===== config.mk =====
export PLATFORM = sky130hd
export DESIGN_NAME = multi_queue_shared_buffer_top
export DESIGN_NICKNAME = d
export VERILOG_FILES = /design/src/rtl/mqsb_pkg.sv /design/src/rtl/multi_queue_shared_buffer_top.sv /design/src/rtl/mqsb_ram.sv /design/src/rtl/mqsb_ptr_table.sv
export SDC_FILE = /design/constraint.sdc
export NUM_CORES = 2
export LEC_CHECK = 0
export ABC_AREA = 1
export BUFFER_PORTS_ARGS = -buffer_cell sky130_fd_sc_hd__clkbuf_2
export CORE_ASPECT_RATIO = 0.75
export CORE_MARGIN = 2
export CORE_UTILIZATION = 55
export DETAILED_ROUTE_END_ITERATION = 16
export HOLD_SLACK_MARGIN = 0.08
export PLACE_DENSITY = 0.72
export SLEW_MARGIN = 20
export SYNTH_ARGS = -nofsm -noshare
export SYNTH_HDL_FRONTEND = slang
export SYNTH_SLANG_ARGS = --single-unit

===== constraint.sdc =====
create_clock -name clk_i -period 13.8 [get_ports clk_i]
set_input_delay 0.69 -clock clk_i [delete_from_list [all_inputs] [get_ports clk_i]]
set_output_delay 0.69 -clock clk_i [all_outputs]
set_load 0.005 [all_outputs]

===== src/rtl/mqsb_pkg.sv =====
// ----------------------------------------------------------------------------
// mqsb_pkg
// shared constants, codes and types of the shared-buffer multi-queue
// ----------------------------------------------------------------------------
package mqsb_pkg;

  localparam int unsigned NumQueuesDef = 8;
  localparam int unsigned CapacityDef  = 64;
  localparam int unsigned DataW        = 32;
  localparam int unsigned QidxW        = 3;
  localparam int unsigned StatusW      = 2;

  localparam logic [StatusW-1:0] ST_OK    = 2'd0;
  localparam logic [StatusW-1:0] ST_FULL  = 2'd1;
  localparam logic [StatusW-1:0] ST_EMPTY = 2'd2;

  localparam logic KIND_ENQ = 1'b0;
  localparam logic KIND_DEQ = 1'b1;

  typedef struct packed {
    logic head_we;
    logic tail_we;
  } ptr_we_t;

endpackage


===== src/rtl/multi_queue_shared_buffer_top.sv =====
// ----------------------------------------------------------------------------
// multi_queue_shared_buffer_top
// several fifo queues over one slot store, linked through a free list
// result beat: registered in the S_EXEC state that follows command accept
// a new command is not taken while busy in S_EXEC, which holds the write-back of
//   pointers and links after the link memory read at command accept
// reset: all queues empty, free list holds every slot in order; no clearing
//   pass, links of never-used slots come from a fill counter
// the result beat cannot be stalled by the receiver
// ----------------------------------------------------------------------------
module multi_queue_shared_buffer_top import mqsb_pkg::*; #(
  parameter int unsigned NUM_QUEUES = NumQueuesDef,
  parameter int unsigned CAPACITY   = CapacityDef
) (
  input  logic                      clk_i,
  input  logic                      rst_ni,
  input  logic                      start,
  input  logic                      kind_i,
  input  logic [QidxW-1:0]          queue_index_i,
  input  logic signed [DataW-1:0]   value_i,
  output logic                      busy,
  output logic                      done_o,
  output logic [StatusW-1:0]        status_o,
  output logic signed [DataW-1:0]   data_out_o
);

  localparam int unsigned PtrW  = $clog2(CAPACITY + 1);
  localparam int unsigned AddrW = $clog2(CAPACITY);
  localparam int unsigned QW    = (NUM_QUEUES > 1) ? $clog2(NUM_QUEUES) : 1;
  localparam int unsigned QiW   = (QW > QidxW) ? QW : QidxW;
  localparam logic [PtrW-1:0] NullPtr = PtrW'(CAPACITY);

  typedef enum logic {
    S_IDLE,
    S_EXEC
  } state_e;

  state_e          state_q;
  logic            kind_q;
  logic [QW-1:0]   qidx_q;
  logic [PtrW-1:0] slot_q;
  logic            ok_q;
  logic [PtrW-1:0] free_head_q, free_head_d;
  logic [PtrW-1:0] fill_q, fill_d;

  logic            accept;
  logic            exec;
  logic [QiW-1:0]  q_ext;
  logic [QW-1:0]   q_in_idx;
  logic            q_in_ok;
  logic [QW-1:0]   rd_idx;
  logic [PtrW-1:0] head_rd;
  logic [PtrW-1:0] tail_rd;
  logic            enq_ok_in;
  logic            deq_ok_in;
  logic            in_ok;
  logic [PtrW-1:0] slot_in;

  logic [PtrW-1:0]  link_rdata;
  logic [DataW-1:0] data_rdata;
  logic [PtrW-1:0]  link_val;
  logic             link_we;
  logic [PtrW-1:0]  link_wptr;
  logic [PtrW-1:0]  link_wdata;
  ptr_we_t          ptr_we;
  logic [PtrW-1:0]  head_wr;
  logic [PtrW-1:0]  tail_wr;

  logic [StatusW-1:0] status_d;
  logic [DataW-1:0]   data_d;

  assign accept = start && !busy;
  assign exec   = (state_q == S_EXEC);
  assign busy   = exec;

  assign q_ext    = QiW'(queue_index_i);
  assign q_in_idx = q_ext[QW-1:0];
  assign q_in_ok  = 32'(queue_index_i) < NUM_QUEUES;
  assign rd_idx   = exec ? qidx_q : q_in_idx;

  mqsb_ptr_table #(
    .NUM_QUEUES (NUM_QUEUES),
    .CAPACITY   (CAPACITY)
  ) u_ptr_table (
    .clk_i    (clk_i),
    .rst_ni   (rst_ni),
    .rd_idx_i (rd_idx),
    .head_o   (head_rd),
    .tail_o   (tail_rd),
    .wr_idx_i (qidx_q),
    .we_i     (ptr_we),
    .head_i   (head_wr),
    .tail_i   (tail_wr)
  );

  assign enq_ok_in = q_in_ok && (free_head_q < NullPtr);
  assign deq_ok_in = q_in_ok && (head_rd < NullPtr);
  assign in_ok     = (kind_i == KIND_DEQ) ? deq_ok_in : enq_ok_in;
  assign slot_in   = (kind_i == KIND_DEQ) ? head_rd : free_head_q;

  mqsb_ram #(
    .WIDTH (DataW),
    .DEPTH (CAPACITY)
  ) u_data_ram (
    .clk_i   (clk_i),
    .we_i    (accept && (kind_i == KIND_ENQ) && enq_ok_in),
    .waddr_i (free_head_q[AddrW-1:0]),
    .wdata_i (value_i),
    .re_i    (accept && in_ok),
    .raddr_i (slot_in[AddrW-1:0]),
    .rdata_o (data_rdata)
  );

  mqsb_ram #(
    .WIDTH (PtrW),
    .DEPTH (CAPACITY)
  ) u_link_ram (
    .clk_i   (clk_i),
    .we_i    (link_we),
    .waddr_i (link_wptr[AddrW-1:0]),
    .wdata_i (link_wdata),
    .re_i    (accept && in_ok),
    .raddr_i (slot_in[AddrW-1:0]),
    .rdata_o (link_rdata)
  );

  // slots at or above the fill mark were never touched and still link onward
  assign link_val = (slot_q >= fill_q) ? (slot_q + PtrW'(1)) : link_rdata;

  always_comb begin
    free_head_d = free_head_q;
    fill_d      = fill_q;
    ptr_we      = '0;
    head_wr     = slot_q;
    tail_wr     = slot_q;
    link_we     = 1'b0;
    link_wptr   = slot_q;
    link_wdata  = free_head_q;
    if (exec && ok_q) begin
      if (kind_q == KIND_ENQ) begin
        free_head_d    = link_val;
        fill_d         = (slot_q == fill_q) ? (fill_q + PtrW'(1)) : fill_q;
        ptr_we.tail_we = 1'b1;
        if (head_rd < NullPtr) begin
          link_we    = (tail_rd < NullPtr);
          link_wptr  = tail_rd;
          link_wdata = slot_q;
        end else begin
          ptr_we.head_we = 1'b1;
        end
      end else begin
        // the tail slot ends its chain
        ptr_we.head_we = 1'b1;
        head_wr        = (slot_q == tail_rd) ? NullPtr : link_val;
        free_head_d    = slot_q;
        link_we        = 1'b1;
      end
    end
  end

  always_comb begin
    if (ok_q) begin
      status_d = ST_OK;
    end else if (kind_q == KIND_ENQ) begin
      status_d = ST_FULL;
    end else begin
      status_d = ST_EMPTY;
    end
    data_d = (ok_q && (kind_q == KIND_DEQ)) ? data_rdata : '0;
  end

  always_ff @(posedge clk_i or negedge rst_ni) begin
    if (!rst_ni) begin
      state_q     <= S_IDLE;
      kind_q      <= KIND_ENQ;
      qidx_q      <= '0;
      slot_q      <= '0;
      ok_q        <= 1'b0;
      free_head_q <= '0;
      fill_q      <= '0;
      done_o      <= 1'b0;
      status_o    <= ST_OK;
      data_out_o  <= '0;
    end else begin
      done_o <= 1'b0;
      case (state_q)
        S_IDLE: begin
          if (start) begin
            kind_q  <= kind_i;
            qidx_q  <= q_in_idx;
            slot_q  <= slot_in;
            ok_q    <= in_ok;
            state_q <= S_EXEC;
          end
        end
        S_EXEC: begin
          free_head_q <= free_head_d;
          fill_q      <= fill_d;
          done_o      <= 1'b1;
          status_o    <= status_d;
          data_out_o  <= data_d;
          state_q     <= S_IDLE;
        end
        default: begin
          state_q <= S_IDLE;
        end
      endcase
    end
  end

endmodule


===== src/rtl/mqsb_ram.sv =====
// ----------------------------------------------------------------------------
// mqsb_ram
// generic simple dual-port ram, one write and one registered read port
// ----------------------------------------------------------------------------
module mqsb_ram #(
  parameter int unsigned WIDTH = 32,
  parameter int unsigned DEPTH = 64
) (
  input  logic                                      clk_i,
  input  logic                                      we_i,
  input  logic [((DEPTH > 1) ? $clog2(DEPTH) : 1)-1:0] waddr_i,
  input  logic [WIDTH-1:0]                          wdata_i,
  input  logic                                      re_i,
  input  logic [((DEPTH > 1) ? $clog2(DEPTH) : 1)-1:0] raddr_i,
  output logic [WIDTH-1:0]                          rdata_o
);

  logic [WIDTH-1:0] mem_q [DEPTH];

  always_ff @(posedge clk_i) begin
    if (we_i) begin
      mem_q[waddr_i] <= wdata_i;
    end
    if (re_i) begin
      rdata_o <= mem_q[raddr_i];
    end
  end

endmodule


===== src/rtl/mqsb_ptr_table.sv =====
// ----------------------------------------------------------------------------
// mqsb_ptr_table
// per-queue head and tail pointers, one read index and one write index
// ----------------------------------------------------------------------------
module mqsb_ptr_table import mqsb_pkg::*; #(
  parameter int unsigned NUM_QUEUES = NumQueuesDef,
  parameter int unsigned CAPACITY   = CapacityDef
) (
  input  logic                                                clk_i,
  input  logic                                                rst_ni,
  input  logic [((NUM_QUEUES > 1) ? $clog2(NUM_QUEUES) : 1)-1:0] rd_idx_i,
  output logic [$clog2(CAPACITY + 1)-1:0]                     head_o,
  output logic [$clog2(CAPACITY + 1)-1:0]                     tail_o,
  input  logic [((NUM_QUEUES > 1) ? $clog2(NUM_QUEUES) : 1)-1:0] wr_idx_i,
  input  ptr_we_t                                             we_i,
  input  logic [$clog2(CAPACITY + 1)-1:0]                     head_i,
  input  logic [$clog2(CAPACITY + 1)-1:0]                     tail_i
);

  localparam int unsigned PtrW = $clog2(CAPACITY + 1);
  localparam logic [PtrW-1:0] NullPtr = PtrW'(CAPACITY);

  logic [PtrW-1:0] head_q [NUM_QUEUES];
  logic [PtrW-1:0] tail_q [NUM_QUEUES];
  logic            rd_in_range;
  logic            wr_in_range;

  assign rd_in_range = 32'(rd_idx_i) < NUM_QUEUES;
  assign wr_in_range = 32'(wr_idx_i) < NUM_QUEUES;

  assign head_o = rd_in_range ? head_q[rd_idx_i] : NullPtr;
  assign tail_o = rd_in_range ? tail_q[rd_idx_i] : NullPtr;

  always_ff @(posedge clk_i or negedge rst_ni) begin
    if (!rst_ni) begin
      for (int i = 0; i < NUM_QUEUES; i++) begin
        head_q[i] <= NullPtr;
        tail_q[i] <= NullPtr;
      end
    end else begin
      if (we_i.head_we && wr_in_range) begin
        head_q[wr_idx_i] <= head_i;
      end
      if (we_i.tail_we && wr_in_range) begin
        tail_q[wr_idx_i] <= tail_i;
      end
    end
  end

endmodule


### Word level (Yosys, flattened, before mapping)

Memories as Yosys holds them, arrays and structs flattened. A register that Yosys moved wholly into a read port is not among the register bits.
Index checks and enable logic that the tools add are counted.

* $add $sub $neg: 2
* magnitude comparators: 7
* equality and inequality tests: 2
* multiplexer cells: 41
* bitwise gates (word level): 5
* reductions and logical operators: 11

Operator list (number)
* $bwmux 56: 2
* $mux 7: 14
* $bmux 7 s3: 2
* $mux 32: 1
* $demux 7 s3: 1
* $lt 7x7->1 const B: 3
* $mux 6: 3
* $add 7x1->7 const B: 2
* $eq 7x7->1: 2
* $mux 1: 13
* $ge 4x4->1 const B: 2
* $not 3->4: 2
* $ge 7x7->1: 1
* $logic_and 1x1->1: 7
* $mux 2: 3
* $lt 4x1->1 const B: 1
* $reduce_and 2->1: 2
* $reduce_and 4->1: 1
* $mux 3: 1
* $not 1->1: 3
* $pmux 1 s2: 1
* $logic_not 1->1: 1

* bits in registers: 174
* RAM bits: 2496
* input bits: 39
* output and inout bits: 36
* memories: 2

Memory list
* u_data_ram.mem_q: words 64, bits a word 32, read ports 1, clocked after memory_dff 1, wr ports 1, line mqsb_ram.sv:18 `logic [WIDTH-1:0] mem_q [DEPTH];`
* u_link_ram.mem_q: words 64, bits a word 7, read ports 1, clocked after memory_dff 1, wr ports 1, line mqsb_ram.sv:18

### Longest topological paths before layout

* depth after elaboration: 11
* gate-level depth with buffers: 20
* depth with buffers taken out: 16

### Modules after synthesis

A second synthesis with hierarchy kept.

* cell total of the unflattened synthesis: 9558
* area, all modules: 110672.4 um^2

Modules (own cells, without submodules)
* mqsb_ram at u_data_ram: times used 1, cells an instance 6769, area each 83058.4 um^2, seq. area each 62459.9 um^2
* mqsb_ram at u_link_ram: times used 1, cells an instance 1590, area each 18615.4 um^2, seq. area each 13663.1 um^2
* mqsb_ptr_table: times used 1, cells an instance 766, area each 5599.1 um^2, seq. area each 2822.7 um^2
* multi_queue_shared_buffer_top: times used 1, cells an instance 433, area each 3399.5 um^2, seq. area each 1551.5 um^2

### Least setup slack after synthesis

No wires, ideal clock.

* path kind: input to register
* start point: input queue_index_i[0]
* end point: memory u_link_ram.mem_q[0][0] (netlist bit) (data pin)
* setup time: 0.702 ns
* data arrival time: 4.483 ns
* data required time: 13.098 ns
* path slack: 8.616 ns
* stages on the path: 11
* path buffers: 4
* cell sequence: nand2_1 -> nand2_2 -> buf_6 -> buf_6 -> o21ai_1 -> o211ai_1 -> o21ai_2 -> nand2_4 -> buf_4 -> clkbuf_1 -> o21ai_0

* word-level cells in the longest chain between the ends: 9

RTL lines
* from (decl): line multi_queue_shared_buffer_top.sv:19 `input logic [QidxW-1:0] queue_index_i,`
* $mux 3: line multi_queue_shared_buffer_top.sv:79 `assign rd_idx = exec ? qidx_q : q_in_idx;`
* $not 3->4 (implied by the code): line mqsb_ptr_table.sv:31 `assign head_o = rd_in_range ? head_q[rd_idx_i] : NullPtr;`
* $bmux 7 s3: line mqsb_ptr_table.sv:31
* $mux 7 (implied by the code) (2 in a row): line mqsb_ptr_table.sv:31
* $lt 7x7->1: line multi_queue_shared_buffer_top.sv:144 `if (head_rd < NullPtr) begin`
* $mux 7: line multi_queue_shared_buffer_top.sv:144
* $mux 7: line multi_queue_shared_buffer_top.sv:140 `if (kind_q == KIND_ENQ) begin`
* $mux 7: line multi_queue_shared_buffer_top.sv:139 `if (exec && ok_q) begin`
* via link_wdata[0]: line multi_queue_shared_buffer_top.sv:64 `logic [PtrW-1:0] link_wdata;`
* to (decl): line mqsb_ram.sv:18

The timed path passes the listed nets, and every way through them passes these cells. The select of a mux whose other input is x is not followed.

### Worst setup path in the final report

* start point: register state_q (netlist: busy)
* end point: register u_data_ram.rdata_o[2], read port of u_data_ram.mem_q (data pin)

* word-level cells in the longest chain between the ends: 8
* elaborated cells between the ends (all ways): 11
* those cells by class: order compare (1); mux (6); bitwise (1); reduce/logical (3)

RTL lines
* from (decl): line multi_queue_shared_buffer_top.sv:38 `state_e state_q;`
* from (signal assigned): line multi_queue_shared_buffer_top.sv:174 `state_q <= S_IDLE;`
* from (signal assigned): line multi_queue_shared_buffer_top.sv:193 `state_q <= S_EXEC;`
* from (signal assigned): line multi_queue_shared_buffer_top.sv:202 `state_q <= S_IDLE;`
* $mux 3: line multi_queue_shared_buffer_top.sv:79
* $not 3->4 (implied by the code): line mqsb_ptr_table.sv:31
* $bmux 7 s3: line mqsb_ptr_table.sv:31
* $mux 7 (implied by the code) (2 in a row): line mqsb_ptr_table.sv:31
* $lt 7x7->1: line multi_queue_shared_buffer_top.sv:97 `assign deq_ok_in = q_in_ok && (head_rd < NullPtr);`
* $mux 1: line multi_queue_shared_buffer_top.sv:98 `assign in_ok = (kind_i == KIND_DEQ) ? deq_ok_in : enq_ok_in;`
* $logic_and 1x1->1: line multi_queue_shared_buffer_top.sv:109 `.re_i (accept && in_ok),`
* to (decl): line mqsb_ram.sv:15 `output logic [WIDTH-1:0] rdata_o`

Parallel ways exist; a longest one is shown, timed or not. The select of a mux whose other input is x is not followed.
A chain may end at the register's enable or synchronous reset.

==> run summary <==
Non-Filler Instances -> 13,700
Outcome -> completed
Synth Flop Type -> edfxtp_1
Total global-route track usage -> 30.5%
Clk slew on worst S/H paths -> 60 ps
EDFF count, synth -> 2,535
Mapped Area -> 0.119 sq mm
Placer Congestion -> 0.892
Mux cell area share after synthesis -> 0.00841%
Area Growth Syn to Fin -> 9.26%
Clock power share -> 31.5%
Tightest Pin Transition -> 1270 ps
Slowest CP cell -> nand2_8
Routed WL -> 342 mm
Critical Path Start Type -> flip-flop
Die H -> 407 um
Max_cap viols -> 0
Drt drc -> 0
Worst path bufs/invs -> 5
CTS Sinks -> 2,709
Syn avg cell area -> 11.0 sq um
Worst path arrival time -> 8400 ps
Endpoint, Worst Hold -> qidx_q[0]
Crit Reg-Reg Endpoint -> u_data_ram.rdata_o[2]
Later-pin clock latency in the skew report -> 850 ps
Crit-path leading delay family -> simple AND/OR/NAND/NOR gates
Area of the multi-input gates -> 0.0306 sq mm
Final setup vio count -> 0
Hpwl dp -> 178 mm
Overflow after GRT -> 0
Placed Instances -> 13,200
Cell taking the most area after synthesis -> edfxtp_1
Clock Path Buffers -> 4
Critical R2R Launch -> busy
Top cells by count, synth -> 2,754 x nand3_1, 2,535 x edfxtp_1, 1,923 x nand2_1, 1,415 x inv_1, 895 x nand3b_1
Drt pass-1 iters -> 8
Sw frac -> 33.6%
Category of the most critical setup path -> flip-flop to flip-flop
CP Max Fanout -> 165
Post-synth cell types -> 43
Syn Nets -> 10,900
Setup TNS -> 0 ps
Final period util -> 56.8%
Int Power -> 14,700 uW
Synth Area in Compound Gates -> 0.962%
Post-Syn Instances -> 10,800
Critical path data required time -> 14,360 ps
Worst slew margin -> 15.0%
Async SR Flop Fraction -> 6.42%
Most used cell, CP -> nand3_1
Power per Cell Area -> 170 mW/mm^2
Placed cell areas -> 0.122 sq mm
Largest net degree at the start of global routing -> 233
Clock tree root driver cell -> clkbuf_16
Post-route cell area -> 0.130 sq mm
RSZ-0062 raised after global routing -> no
Crit. End Element -> flip-flop
Hold/Removal Path Class -> input port to flip-flop
CTS tree -> built
Nets@finish -> 10,700
Avg Vias per Cell -> 6.11
Post-CTS setup repair buffer count -> 0
Row cnt -> 147
Vias in the first global route -> 78,900
CTS Buf Count -> 266
R2R depth -> 19
Most frequent cell after synthesis -> nand3_1
Number of fill cells in the layout -> 16,500
CP cell instances -> inv_2 > buf_4 > nand2_1 > nand2_2 > nand2_1 > nand3_1 > nand3_1 > nand3_4 > nand2_8 > buf_4 > buf_12 > buf_16 > nand2_1 > nand3_1 > nand3_1 > nand3_1 > nand3_1 > nand3_1 > nand2_1
Post-synthesis sequential area ratio -> 67.6%
Peak supply drop -> 0.000179 V
Global-route wire length before repair -> 504 mm
Pins Over Slew Limit -> 0
First DRT Iteration DRCs -> 13,900
Die width -> 541 um
Hold Fails Final Rpt -> 0
Hold Startpoint -> queue_index_i[0]
Fraction of layout cells with a size suffix above 1 -> 6.76%
Storage element area -> 0.0805 sq mm
Largest cells by area after synthesis -> edfxtp_1 64%, nand3_1 12%, nand2_1 6.1%, nand3b_1 5.6%, inv_1 4.5%
Largest family of logic cells by synthesized area -> simple AND/OR/NAND/NOR gates
Psw -> 7430 uW
Final min period -> 7840 ps
FF+latch count, synth -> 2,709
Yosys top cell area share -> 63.9%
Highest clock rate -> 128 MHz
Post-Synth Simple-Gate Area -> 24.0%
Post-route ant nets -> 0
Avg WL per Cell -> 25.0 um
Starting density of the core -> 55.5%
Full die area -> 0.220 sq mm
Xor/xnor share of the synthesized area -> 0.132%
Initial antenna violation count -> 15
Core Box Area -> 0.215 sq mm
Adder-cell share of the synthesized area -> 0.0946%
Port-buffer cells -> 74
Slowest stage delay, CP -> 930 ps
# IOs -> 75
Yosys warns -> 0
Final Skew -> 33.2 ps
Hold path depth -> 3
Vias -> 83,500
H-tree depth -> 5
R2r setup slk -> 5960 ps
Pleak -> 0.0508 uW
Gate power share -> 24.9%
Sequential Power Share -> 43.7%
## cells by family (layout without fill, tap and decap cells)
| logic type | after synthesis | after routing |
|---|---|---|
| AND/OR/NAND/NOR | 5762 | 5762 |
| flip-flops | 2709 | 2709 |
| buffers and inverters | 2157 | 2142 |
| AO/OA/AOI/OAI | 182 | 182 |
| XOR/XNOR | 18 | 18 |
| adder cells (fa/ha/maj) | 9 | 9 |
| multiplexers | 1 | 1 |
| other | 0 | 3 |
## sequential cells by signal, summed over array words and instances (netlist names)
register / cells
u_ptr_table.tail_q: 56
kind_q: 1
u_ptr_table.head_q: 56
u_data_ram.mem_q: 2048
fill_q: 7
qidx_q: 3
data_out_o: 32
slot_q: 7
busy: 1
u_link_ram.rdata_o: 7
u_link_ram.mem_q: 448
free_head_q: 7
u_data_ram.rdata_o: 32
status_o: 2
done_o: 1
ok_q: 1
## cell type report
cell class	count	area share (%)
flip-flops and latches	2709	61.9
multi-input cells	5972	23.5
clock buffers	347	5.54
inverters	1428	4.14
well taps	2831	2.72
repair buffers	258	1.51
clock inverters	109	0.653
diodes	3	0.00577
## metrics by stage
stage	setup WS, ps	hold WS [ps]	util (%)	total power (uW)
global route	5540	226	60.6	22900
global placement	6370	455	56.8	15000
detailed placement	6240	457	56.8	15100
CTS	6230	156	60.6	22000
floorplan	8620	394	-	13200
finish	5960	200	60.6	22100
## layer usage
layer,routed length [um],share of wire [%],up-vias,track usage (%)
met5,65,0.019,-,0
met4,9680,2.8,10,8.76
met3,51000,15,635,8.84
met2,145000,42,5575,43.9
met1,136000,40,40500,45.0
li1,-,-,36800,-
## power groups by stage
| stage | clock [uW] | combinational, uW | sequential, uW |
|---|---|---|---|
| after floorplan | 0 | 3450 | 9750 |
| after global placement | 0 | 5230 | 9810 |
| after detailed placement | 0 | 5320 | 9820 |
| after CTS | 6990 | 5340 | 9650 |
| after global routing | 7300 | 5920 | 9670 |
| final | 6960 | 5510 | 9660 |
## repair_timing
action | in CTS | in global routing
endpoints found under the hold margin | 49 | 0
hold buffers | 1 | 0
gates resized for setup | 0 | 0
## layout by cell type (no fill, tap or decap), types with 16 or more instances in the layout
master	count
edfxtp_1	2535
a22o_1	32
nand3b_1	895
nand2_1	1921
nor2_4	65
dfrtp_1	158
nand3_1	2754
nor2_1	90
buf_4	167
xor2_1	17
dfstp_2	16
clkinv_2	32
clkbuf_16	276
o21ai_0	94
clkbuf_1	68
clkinv_1	54
inv_1	1413
clkbuf_2	73
## worst reg2reg max path, delay by kind of cell, from the launching register on
kind | cells | cell delay, ps
DFF | 1 | 660
and+or+nand+nor | 14 | 4500
buffers and inverters | 5 | 2410
## worst max-delay path by stage
stage | startpoint | to | cells after the start
after global routing | busy | u_data_ram.rdata_o[2] | 19
after CTS | busy | u_data_ram.rdata_o[2] | 18
final | busy | u_data_ram.rdata_o[2] | 19
after detailed placement | busy | u_data_ram.rdata_o[2] | 18
after global placement | busy | u_data_ram.rdata_o[2] | 18
after floorplan | queue_index_i[0] | u_link_ram.mem_q[0][0] | 11
Note: power is estimated with default switching activity, not from simulation.
